**src/rtl/tfbc_pkg.sv**
```systemverilog
package tfbc_pkg;

  localparam int unsigned BlockW = 12;
  localparam int unsigned HalfW  = 6;
  localparam int unsigned KeyW   = 9;
  localparam int unsigned RoundW = 5;

  typedef logic [BlockW-1:0] block_t;
  typedef logic [HalfW-1:0]  half_t;
  typedef logic [KeyW-1:0]   key_t;

  // cipher controls handed from the top level to the round chain
  typedef struct packed {
    key_t              key;
    logic [RoundW-1:0] rounds;
    logic              dec;
  } tfbc_ctl_t;

  typedef logic [2:0] sbox_entry_t;
  localparam sbox_entry_t SBOX_ONE [16] = '{
    3'd5, 3'd2, 3'd1, 3'd6, 3'd3, 3'd4, 3'd7, 3'd0,
    3'd1, 3'd4, 3'd6, 3'd2, 3'd0, 3'd7, 3'd5, 3'd3
  };
  localparam sbox_entry_t SBOX_TWO [16] = '{
    3'd4, 3'd0, 3'd6, 3'd5, 3'd7, 3'd1, 3'd3, 3'd2,
    3'd5, 3'd3, 3'd0, 3'd7, 3'd6, 3'd2, 3'd1, 3'd4
  };

  // top 8 bits of the key rotated left by rot (rot below KeyW)
  function automatic logic [7:0] round_key(input key_t key, input int unsigned rot);
    logic [2*KeyW-1:0] dbl;
    dbl = {key, key} << rot;
    return dbl[2*KeyW-1:KeyW+1];
  endfunction

  // round function: expand 0,1,3,2,3,2,4,5 (bit 0 is msb), key mix, two s-boxes
  function automatic half_t mix(input half_t r, input logic [7:0] k8);
    logic [7:0] e;
    e = {r[5], r[4], r[2], r[3], r[2], r[3], r[1], r[0]} ^ k8;
    return {SBOX_ONE[e[7:4]], SBOX_TWO[e[3:0]]};
  endfunction

endpackage

```
**src/rtl/toy_feistel_block_cipher_modes.sv**
```systemverilog
// 12-bit toy feistel block cipher with ecb, cbc and ctr chaining. each word on
// s_tdata is one block and gives exactly one block on m_tdata, in order. the
// block takes one word per clock cycle while m_tready is high; each block passes
// the input register, then the result register. all cipher rounds (up to
// MAX_ROUNDS) are laid out between those two registers, so the chain register
// feeding cbc and ctr is updated in the same cycle the block moves on and the
// next block can follow right behind. the result register lets a new word in
// while a finished one waits for m_tready. configuration goes over the cfg
// channel (index 0 key, 1 round count, 2 mode, 3 decrypt, 4 iv) and is always
// ready; write only while no block is in flight. writing the iv reloads the
// chain register. mode code 3 behaves as ecb, a round count above MAX_ROUNDS
// runs MAX_ROUNDS rounds, writes to indexes above 4 are dropped.
module toy_feistel_block_cipher_modes #(
  parameter int unsigned MAX_ROUNDS = 16
) (
  input  logic        clk,
  input  logic        rst,
  // slave side
  input  logic        s_tvalid,
  output logic        s_tready,
  input  logic [15:0] s_tdata,    // [11:0] data_block, [15:12] zero
  // master side
  output logic        m_tvalid,
  input  logic        m_tready,
  output logic [15:0] m_tdata,    // [11:0] result_block, [15:12] zero
  // configuration write channel
  input  logic        cfg_valid,
  output logic        cfg_ready,
  input  logic [2:0]  cfg_index,
  input  logic [11:0] cfg_data
);
  import tfbc_pkg::*;

  typedef enum logic [2:0] {
    REG_KEY    = 3'd0,
    REG_ROUNDS = 3'd1,
    REG_MODE   = 3'd2,
    REG_DEC    = 3'd3,
    REG_IV     = 3'd4
  } reg_idx_t;

  typedef enum logic [1:0] {
    MODE_ECB = 2'd0,
    MODE_CBC = 2'd1,
    MODE_CTR = 2'd2,
    MODE_ALT = 2'd3
  } mode_t;

  localparam block_t IvReset = 12'hF0F;

  // configuration registers
  key_t              cipher_key;
  logic [RoundW-1:0] round_count;
  mode_t             chain_mode;
  logic              decrypt_select;

  // chain register: cbc feedback or ctr counter
  block_t chain_value;
  block_t chain_value_next;

  // input and result registers
  logic   in_valid;
  block_t in_block;
  logic   out_valid;
  block_t out_block;

  logic      advance;
  logic      in_take;
  tfbc_ctl_t ctl;
  block_t    core_in;
  block_t    core_out;
  block_t    result;

  assign cfg_ready = 1'b1;

  // input register moves on whenever the result register is free or drains
  assign advance  = in_valid && (!out_valid || m_tready);
  assign s_tready = !in_valid || advance;
  assign in_take  = s_tvalid && s_tready;

  assign m_tvalid = out_valid;
  assign m_tdata  = {4'b0, out_block};

  // cipher direction: ctr always encrypts the counter
  always_comb begin
    ctl.key    = cipher_key;
    ctl.rounds = round_count;
    ctl.dec    = decrypt_select && (chain_mode != MODE_CTR);
  end

  // what goes into the cipher for each mode
  always_comb begin
    core_in = in_block;
    case (chain_mode)
      MODE_CBC: begin
        if (!decrypt_select) begin
          core_in = in_block ^ chain_value;
        end
      end
      MODE_CTR: begin
        core_in = chain_value;
      end
      default: begin
        // ecb, also for the unused mode code
      end
    endcase
  end

  // mode steering after the cipher
  always_comb begin
    result           = core_out;
    chain_value_next = chain_value;
    case (chain_mode)
      MODE_CBC: begin
        if (decrypt_select) begin
          result           = core_out ^ chain_value;
          chain_value_next = in_block;
        end else begin
          chain_value_next = core_out;
        end
      end
      MODE_CTR: begin
        result           = in_block ^ core_out;
        chain_value_next = chain_value + 12'd1;
      end
      default: begin
        // ecb, also for the unused mode code
      end
    endcase
  end

  tfbc_core #(
    .MAX_ROUNDS (MAX_ROUNDS)
  ) u_core (
    .ctl     (ctl),
    .blk_in  (core_in),
    .blk_out (core_out)
  );

  // configuration and chain state
  always_ff @(posedge clk) begin
    if (rst) begin
      cipher_key     <= 9'd1;
      round_count    <= 5'd4;
      chain_mode     <= MODE_ECB;
      decrypt_select <= 1'b0;
      chain_value    <= IvReset;
    end else begin
      if (advance) begin
        chain_value <= chain_value_next;
      end
      if (cfg_valid && cfg_ready) begin
        unique case (cfg_index)
          REG_KEY:    cipher_key     <= cfg_data[KeyW-1:0];
          REG_ROUNDS: round_count    <= cfg_data[RoundW-1:0];
          REG_MODE:   chain_mode     <= mode_t'(cfg_data[1:0]);
          REG_DEC:    decrypt_select <= cfg_data[0];
          REG_IV:     chain_value    <= cfg_data;
          default: begin
            // unmapped index, dropped
          end
        endcase
      end
    end
  end

  // datapath handshake registers
  always_ff @(posedge clk) begin
    if (rst) begin
      in_valid  <= 1'b0;
      out_valid <= 1'b0;
    end else begin
      if (s_tready) begin
        in_valid <= s_tvalid;
      end
      if (advance) begin
        out_valid <= 1'b1;
      end else if (m_tready) begin
        out_valid <= 1'b0;
      end
    end
  end

  // payload registers
  always_ff @(posedge clk) begin
    if (in_take) begin
      in_block <= s_tdata[BlockW-1:0];
    end
    if (advance) begin
      out_block <= result;
    end
  end

endmodule

```
**src/rtl/tfbc_round.sv**
```systemverilog
module tfbc_round #(
  parameter int unsigned STAGE      = 1,
  parameter int unsigned MAX_ROUNDS = 16,
  parameter int unsigned RW         = 5
) (
  input  tfbc_pkg::tfbc_ctl_t ctl,
  input  logic [RW-1:0]       active,
  input  tfbc_pkg::half_t     l_in,
  input  tfbc_pkg::half_t     r_in,
  output tfbc_pkg::half_t     l_out,
  output tfbc_pkg::half_t     r_out
);
  import tfbc_pkg::*;

  // decryption walks the same chain with the round numbers reversed
  localparam int unsigned EncNum = STAGE;
  localparam int unsigned DecNum = MAX_ROUNDS + 1 - STAGE;
  localparam int unsigned EncRot = EncNum % 9;
  localparam int unsigned DecRot = DecNum % 9;
  localparam logic [RW-1:0] EncIdx = RW'(EncNum);
  localparam logic [RW-1:0] DecIdx = RW'(DecNum);

  logic [7:0] k8;
  logic       en;

  always_comb begin
    if (ctl.dec) begin
      k8 = round_key(ctl.key, DecRot);
      en = (DecIdx <= active);
    end else begin
      k8 = round_key(ctl.key, EncRot);
      en = (EncIdx <= active);
    end
  end

  always_comb begin
    if (en) begin
      l_out = r_in;
      r_out = l_in ^ mix(r_in, k8);
    end else begin
      l_out = l_in;
      r_out = r_in;
    end
  end

endmodule

```
**src/rtl/tfbc_core.sv**
```systemverilog
module tfbc_core #(
  parameter int unsigned MAX_ROUNDS = 16
) (
  input  tfbc_pkg::tfbc_ctl_t ctl,
  input  tfbc_pkg::block_t    blk_in,
  output tfbc_pkg::block_t    blk_out
);
  import tfbc_pkg::*;

  localparam int unsigned RW = $clog2(MAX_ROUNDS + 1);
  localparam int unsigned CW = (RW > RoundW) ? RW : RoundW;

  logic [CW-1:0] rounds_ext;
  logic [RW-1:0] active;
  half_t         l_s [MAX_ROUNDS+1];
  half_t         r_s [MAX_ROUNDS+1];

  // saturate the round count at the number of built rounds
  assign rounds_ext = CW'(ctl.rounds);
  assign active = (rounds_ext > CW'(MAX_ROUNDS)) ? RW'(MAX_ROUNDS) : RW'(rounds_ext);

  // decryption is encryption on swapped halves with reversed keys
  assign l_s[0] = ctl.dec ? blk_in[HalfW-1:0]      : blk_in[BlockW-1:HalfW];
  assign r_s[0] = ctl.dec ? blk_in[BlockW-1:HalfW] : blk_in[HalfW-1:0];

  for (genvar s = 1; s <= MAX_ROUNDS; s++) begin : g_round
    tfbc_round #(
      .STAGE      (s),
      .MAX_ROUNDS (MAX_ROUNDS),
      .RW         (RW)
    ) u_round (
      .ctl    (ctl),
      .active (active),
      .l_in   (l_s[s-1]),
      .r_in   (r_s[s-1]),
      .l_out  (l_s[s]),
      .r_out  (r_s[s])
    );
  end

  assign blk_out = ctl.dec ? {r_s[MAX_ROUNDS], l_s[MAX_ROUNDS]}
                           : {l_s[MAX_ROUNDS], r_s[MAX_ROUNDS]};

endmodule
```
**config.mk**
```make
export PLATFORM = sky130hd
export DESIGN_NAME = toy_feistel_block_cipher_modes
export DESIGN_NICKNAME = d
export VERILOG_FILES = /design/src/rtl/tfbc_pkg.sv /design/src/rtl/toy_feistel_block_cipher_modes.sv /design/src/rtl/tfbc_round.sv /design/src/rtl/tfbc_core.sv
export SDC_FILE = /design/constraint.sdc
export NUM_CORES = 1
export LEC_CHECK = 0
export BUFFER_PORTS_ARGS = -buffer_cell sky130_fd_sc_hd__buf_2
export CAP_MARGIN = 40
export CORE_ASPECT_RATIO = 1.5
export CORE_MARGIN = 5
export CORE_UTILIZATION = 50
export DETAILED_ROUTE_END_ITERATION = 6
export GPL_TIMING_DRIVEN = 0
export HOLD_SLACK_MARGIN = 0.03
export PLACE_DENSITY = 0.69
export SYNTH_ARGS = -nofsm -noshare
export SYNTH_HDL_FRONTEND = slang
export SYNTH_SLANG_ARGS = --single-unit
```
**constraint.sdc**
```tcl
create_clock -name clk -period 28.5 [get_ports clk]
set_input_delay 4.275 -clock clk [delete_from_list [all_inputs] [get_ports clk]]
set_output_delay 4.275 -clock clk [all_outputs]
set_load 0.05 [all_outputs]
```
==> impl_metrics.ini, run 1 <==
[clock_network]
cts_tree = done
cts_hold_buf = 0
h-tree-depth = 2
clk_latency_ns = 0.30
clockBufferDepth = 2
clk_pin_slew_ns = 0.08
cts-root-buf = clkbuf_16
clock_sinks = 55
cts_buffers = 5

[die]
dieArea_um2 = 44900
core_um2 = 40200
fp.dieH_um = 257.0
initial_core_util_pct = 50.60
io_pins = 55
die_w_um = 174.7
rows = 90

[worst_setup_path]
r2r_cells = 124
cpPeakStageDelay_ns = 0.62
crit_buf_inv = 26
worst_ep_arrival_time_ns = 27.73
crit_type = reg2reg
cp_max_fo = 10
slowest_stage = or4b_2
worst_ep_required_time_ns = 28.62
path_common_cell = ha_1
cp-end-kind = flop
start_kind = flop
r2r_slack_ns = 0.89
cpLargestDelayFamily = compound AO/OA/AOI/OAI gates
crit_cells = 124

[detailed_routing]
drt_iter0_drc = 2671
routedWlPerCell_um = 25.33
dr.pass1.iters = 6
drt_wl_total_um = 89980
vias = 24350
ant_nets = 0
via_per_inst = 6.856
drc = 0

[sta]
max_freq_mhz = 36.21
min_period_over_period_pct = 96.89
finalSetupViolCount = 0
period_minus_slack_ns = 27.61
drv_slew = 0
timing_hold_violations_final = 0
max_slew.worst_pin.slew_ns = 1.134
finalClockSkew_ns = 0.01571
relSlewSlack_pct = 24.15

[synth]
synth-seq-cells = 55
ys_seq_area_share_pct = 6.594
synth_top_cell_by_area = nand2_1
ys.flop_type = dfxtp_1
synth_warnings = 0
synthArstFlopShare_pct = 0
synthTopCellsByCount = 353 x nand2_1, 344 x nor2_1, 166 x a21oi_1, 138 x xnor2_1, 137 x nand3_1
synth_cell_types = 145
synth_top_area_share_pct = 6.514
yosysMostFrequentCell = nand2_1
synth.avg_cell_area_um2 = 6.942
synth_edf_count = 24
syn_area_um2 = 20340
ys_top_cells_by_area = nand2_1 6.5%, nor2_1 6.3%, mux2i_1 6.1%
synth_cells = 2930

[grt]
antenna_found_initial = 0
grt_pass1_wl_um = 132600
grt_use_total_pct = 37.16
grt_pass1_vias = 22620
overflow = 0
grt_max_degree = 20

[placement]
gp_congestion = 1.038
io_buffers = 44
hpwl_um = 72570
place_area_um2 = 21400

[layout]
n_antenna_cell = 0
area_growth_pct = 11.58
fillers = 3973
drive_gt1_share_pct = 13.79
final_area_um2 = 22700
final_nets = 3178

[job]
cap_violations = 0

[hold_path]
min_path_cells = 2
hp-class = reg2reg

[status]
status = finished, final reports clean
-- repair_timing --
item                       4_1_cts  5_1_grt
setup endpoints to repair       24       24
buffers inserted                20       23
pin swaps                       13       34
resized for setup               71       86
-- logic make-up after synthesis --
| kind of cell | count (synthesis) | share of synthesized area, % |
|---|---|---|
| AOI/OAI and AO/OA | 861 | 31.40 |
| xor gates and xnor gates | 212 | 11.24 |
| adders and majority gates | 97 | 5.967 |
| buffers and inverters | 273 | 5.573 |
| DFF | 55 | 6.594 |
| muxes | 165 | 9.061 |
| other | 2 | 0.03692 |
| and+or+nand+nor | 1265 | 30.13 |
-- cells in the final DEF (no fill, tap or decap), drive strengths merged, types with 110 or more instances in the layout --
cell / count
nand2: 355
nor2: 351
a21oi: 172
buf: 159
o21ai: 152
xnor2: 146
nand3: 139
mux2i: 127
clkbuf: 116
nor3: 111
inv: 110
-- layer usage --
| metal | GRT usage (%) | routed length, um | vias to the layer above | part of all wire (%) |
|---|---|---|---|---|
| met1 | 42.39 | 32990 | 11550 | 37 |
| met3 | 4.875 | 6784 | 408 | 7.5 |
| met2 | 63.64 | 42040 | 1274 | 47 |
| met4 | 26.42 | 8171 | 0 | 9.1 |
| met5 | 0 | 0 | - | 0 |
| li1 | - | - | 11120 | - |
-- path summary, 6_finish.rpt --
check                        startpoint                endpoint
max          chain_mode[0]$_SDFFE_PP0P_  out_block[7]$_DFFE_PP_
min               in_valid$_SDFFE_PP0N_   m_tvalid$_SDFFE_PP0P_
max reg2reg  chain_mode[0]$_SDFFE_PP0P_  out_block[7]$_DFFE_PP_
min reg2reg       in_valid$_SDFFE_PP0N_   m_tvalid$_SDFFE_PP0P_
-- worst min-delay path: stages, from the launching register on --
cell     delay, ns
dfxtp_1       0.34
nor2_1        0.10
nor2_1        0.04
-- per-stage QoR --
stage               instances  hold slack (ns)  setup WS (ns)  utilization, %  setup TNS, ns
floorplan                2933           0.4709          1.634               -              0
global placement         3483           0.4873         -5.367           52.75        -116.70
CTS                      3532           0.5201       0.003800           54.99              0
detailed placement       3505           0.5061         -4.814           53.22        -103.05
finish                   3552           0.5212         0.8863           56.46              0
global route             3552           0.5471        -0.1634           56.46        -0.7857
-- cell type report --
type	instances	area, um2	share of cell area (%)
Inverter	110	415.4	1.830
Sequential cell	55	1341	5.910
Buffer	158	758.2	3.341
Multi-Input combinational cell	2605	18610	82.01
Clock inverter	1	8.758	0.03859
Clock buffer	7	153.9	0.6781
Tap cell	506	633.1	2.789
Timing Repair Buffer	110	773.2	3.407
-- flip-flops by register name (all words and copies together) (netlist names) --
register,flops
chain_mode,2
in_block,12
in_valid,1
out_block,12
chain_value,12
decrypt_select,1
m_tvalid,1
cipher_key,9
round_count,5
Power of run 1 is not shown: default switching activity piles up to over one toggle a cycle in this logic, so the estimate is an artifact.
==> inputs of run 2 (changes only) <==
Settings changed: CORE_MARGIN 5 to 3, MAX_ROUTING_LAYER set to met4, PLACE_DENSITY 0.69 to 0.74.
==> run 2 against run 1 <==
Clock-buffer cell count down 2. The flow now finishes with violations (design-rule violations). Sequential share of layout area about the same. Critical path type unchanged. First-iteration DRC count down 3.6%. Final area up 0.36%. Largest cell class unchanged. Critical path depth down 2. Global-route usage up 3.7 points.
==> impl_metrics.ini, run 2 (synthesis gave the netlist of run 1 again) <==
[detailed_routing]
drt_iter0_drc = 2574
dr.pass1.iters = 7
drc = 1
ant_nets = 0
via_per_inst = 6.927
drt_wl_total_um = 91180
vias = 24620
routedWlPerCell_um = 25.65

[job]
cap_violations = 0

[sta]
min_period_over_period_pct = 97.06
period_minus_slack_ns = 27.66
max_slew.worst_pin.slew_ns = 1.096
finalSetupViolCount = 0
finalClockSkew_ns = 0.01625
setup_tns_ns = 0
drv_slew = 0
max_freq_mhz = 36.15
relSlewSlack_pct = 26.65
timing_hold_violations_final = 0

[worst_setup_path]
cp_max_fo = 10
crit_type = reg2reg
cp-end-kind = flop
slowest_stage = or4b_2
r2r_slack_ns = 0.84
worst_ep_arrival_time_ns = 27.71
worst_ep_required_time_ns = 28.55
path_common_cell = inv_1
r2r_end = out_block[0]$_DFFE_PP_
r2r_start = chain_mode[0]$_SDFFE_PP0P_
r2r_cells = 122
start_kind = flop
cpPeakStageDelay_ns = 0.61

[hold_path]
worstHoldStart = in_valid$_SDFFE_PP0N_
hp-class = reg2reg
min_path_cells = 2
hold-path-endpoint = m_tvalid$_SDFFE_PP0P_

[grt]
antenna_found_initial = 0
grt_max_degree = 20
grt_pass1_vias = 22910
grt_use_total_pct = 40.88
overflow = 0
grt_pass1_wl_um = 133900

[die]
rows = 89
die_w_um = 170.7
fp.dieH_um = 253.0
core_um2 = 39750
dieArea_um2 = 43190
initial_core_util_pct = 51.17
io_pins = 55

[layout]
n_antenna_cell = 0
final_nets = 3186
final_cell_mix = 353 x nand2_1, 342 x nor2_1, 165 x a21oi_1
postLayoutCoreUtil_pct = 57.30
fillers = 3853
drive_gt1_share_pct = 14.01
layout_commonest_cell = nand2_1
reg.largest.list = chain_value: 12 flops, in_block: 12 flops, out_block: 12 flops
area_growth_pct = 11.98

[placement]
io_buffers = 44
hpwl_um = 72830
gp_congestion = 1.102

[clock_network]
cts_tree = done
clockBufferDepth = 2
clk_pin_slew_ns = 0.08
cts-root-buf = clkbuf_16
clock_sinks = 55
h-tree-depth = 2
clk_latency_ns = 0.31
cts_buffers = 5

[status]
status = finished, violations left
violations = design-rule violations
run 2: timing repair:
item                                    CTS  global route
endpoints found under the setup margin   24            24
hold buffers                              0             0
pin swaps                                11            32
buffers inserted                         19            29
gates resized for setup                  77            84
run 2: routing by layer:
| layer | global-route usage (%) | part of all wire, % | vias up |
|---|---|---|---|
| li1 | - | - | 11150 |
| met1 | 44.65 | 37 | 11700 |
| met2 | 66.00 | 46 | 1290 |
| met3 | 5.841 | 7.3 | 484 |
| met4 | 32.45 | 10 | 0 |
| met5 | - | 0 | - |
run 2: worst max-delay path by stage:
stage                                from                      to  slack [ns]  cells after the start
6_report       chain_mode[0]$_SDFFE_PP0P_  out_block[0]$_DFFE_PP_        0.84                    122
3_5_place_dp   chain_mode[0]$_SDFFE_PP0P_  out_block[2]$_DFFE_PP_       -5.02                    118
5_1_grt        chain_mode[0]$_SDFFE_PP0P_  out_block[6]$_DFFE_PP_       -0.21                    123
3_3_place_gp   chain_mode[0]$_SDFFE_PP0P_  out_block[2]$_DFFE_PP_       -4.61                    117
4_1_cts        chain_mode[0]$_SDFFE_PP0P_  out_block[6]$_DFFE_PP_        0.01                    121
2_1_floorplan  chain_mode[0]$_SDFFE_PP0P_  out_block[6]$_DFFE_PP_        1.63                    117
run 2: area by class of cell:
type / instances / area, um2 / area share [%]
repair buffers: 115 / 794.5 / 3.488
flip-flops and latches: 55 / 1341 / 5.889
multi-input cells: 2605 / 18670 / 81.96
clock inverters: 3 / 26.28 / 0.1154
clock buffers: 5 / 125.1 / 0.5493
plain buffers: 161 / 777.0 / 3.411
well taps: 500 / 625.6 / 2.746
inverters: 110 / 419.2 / 1.840
run 2: through the flow:
stage / setup slack, ns / hold WS [ns] / area [um2] / cells
2_1_floorplan: 1.634 / 0.4709 / 20350 / 2933
3_3_place_gp: -4.607 / 0.4936 / 21200 / 3477
3_5_place_dp: -5.023 / 0.5077 / 21360 / 3495
4_1_cts: 0.01179 / 0.5188 / 22100 / 3521
5_1_grt: -0.2051 / 0.5591 / 22780 / 3554
6_report: 0.8381 / 0.5153 / 22780 / 3554
run 2: critical path, delay by kind of cell (launching register included):
kind / cells / cell delay [ns]
AO/OA/AOI/OAI: 31 / 6.93
AND/OR/NAND/NOR: 24 / 5.80
multiplexers: 13 / 4.29
adder cells (fa/ha/maj): 14 / 3.05
XOR/XNOR: 16 / 3.33
buffers and inverters: 24 / 3.56
flip-flops: 1 / 0.34
Power of run 2 is left out for the same reason.
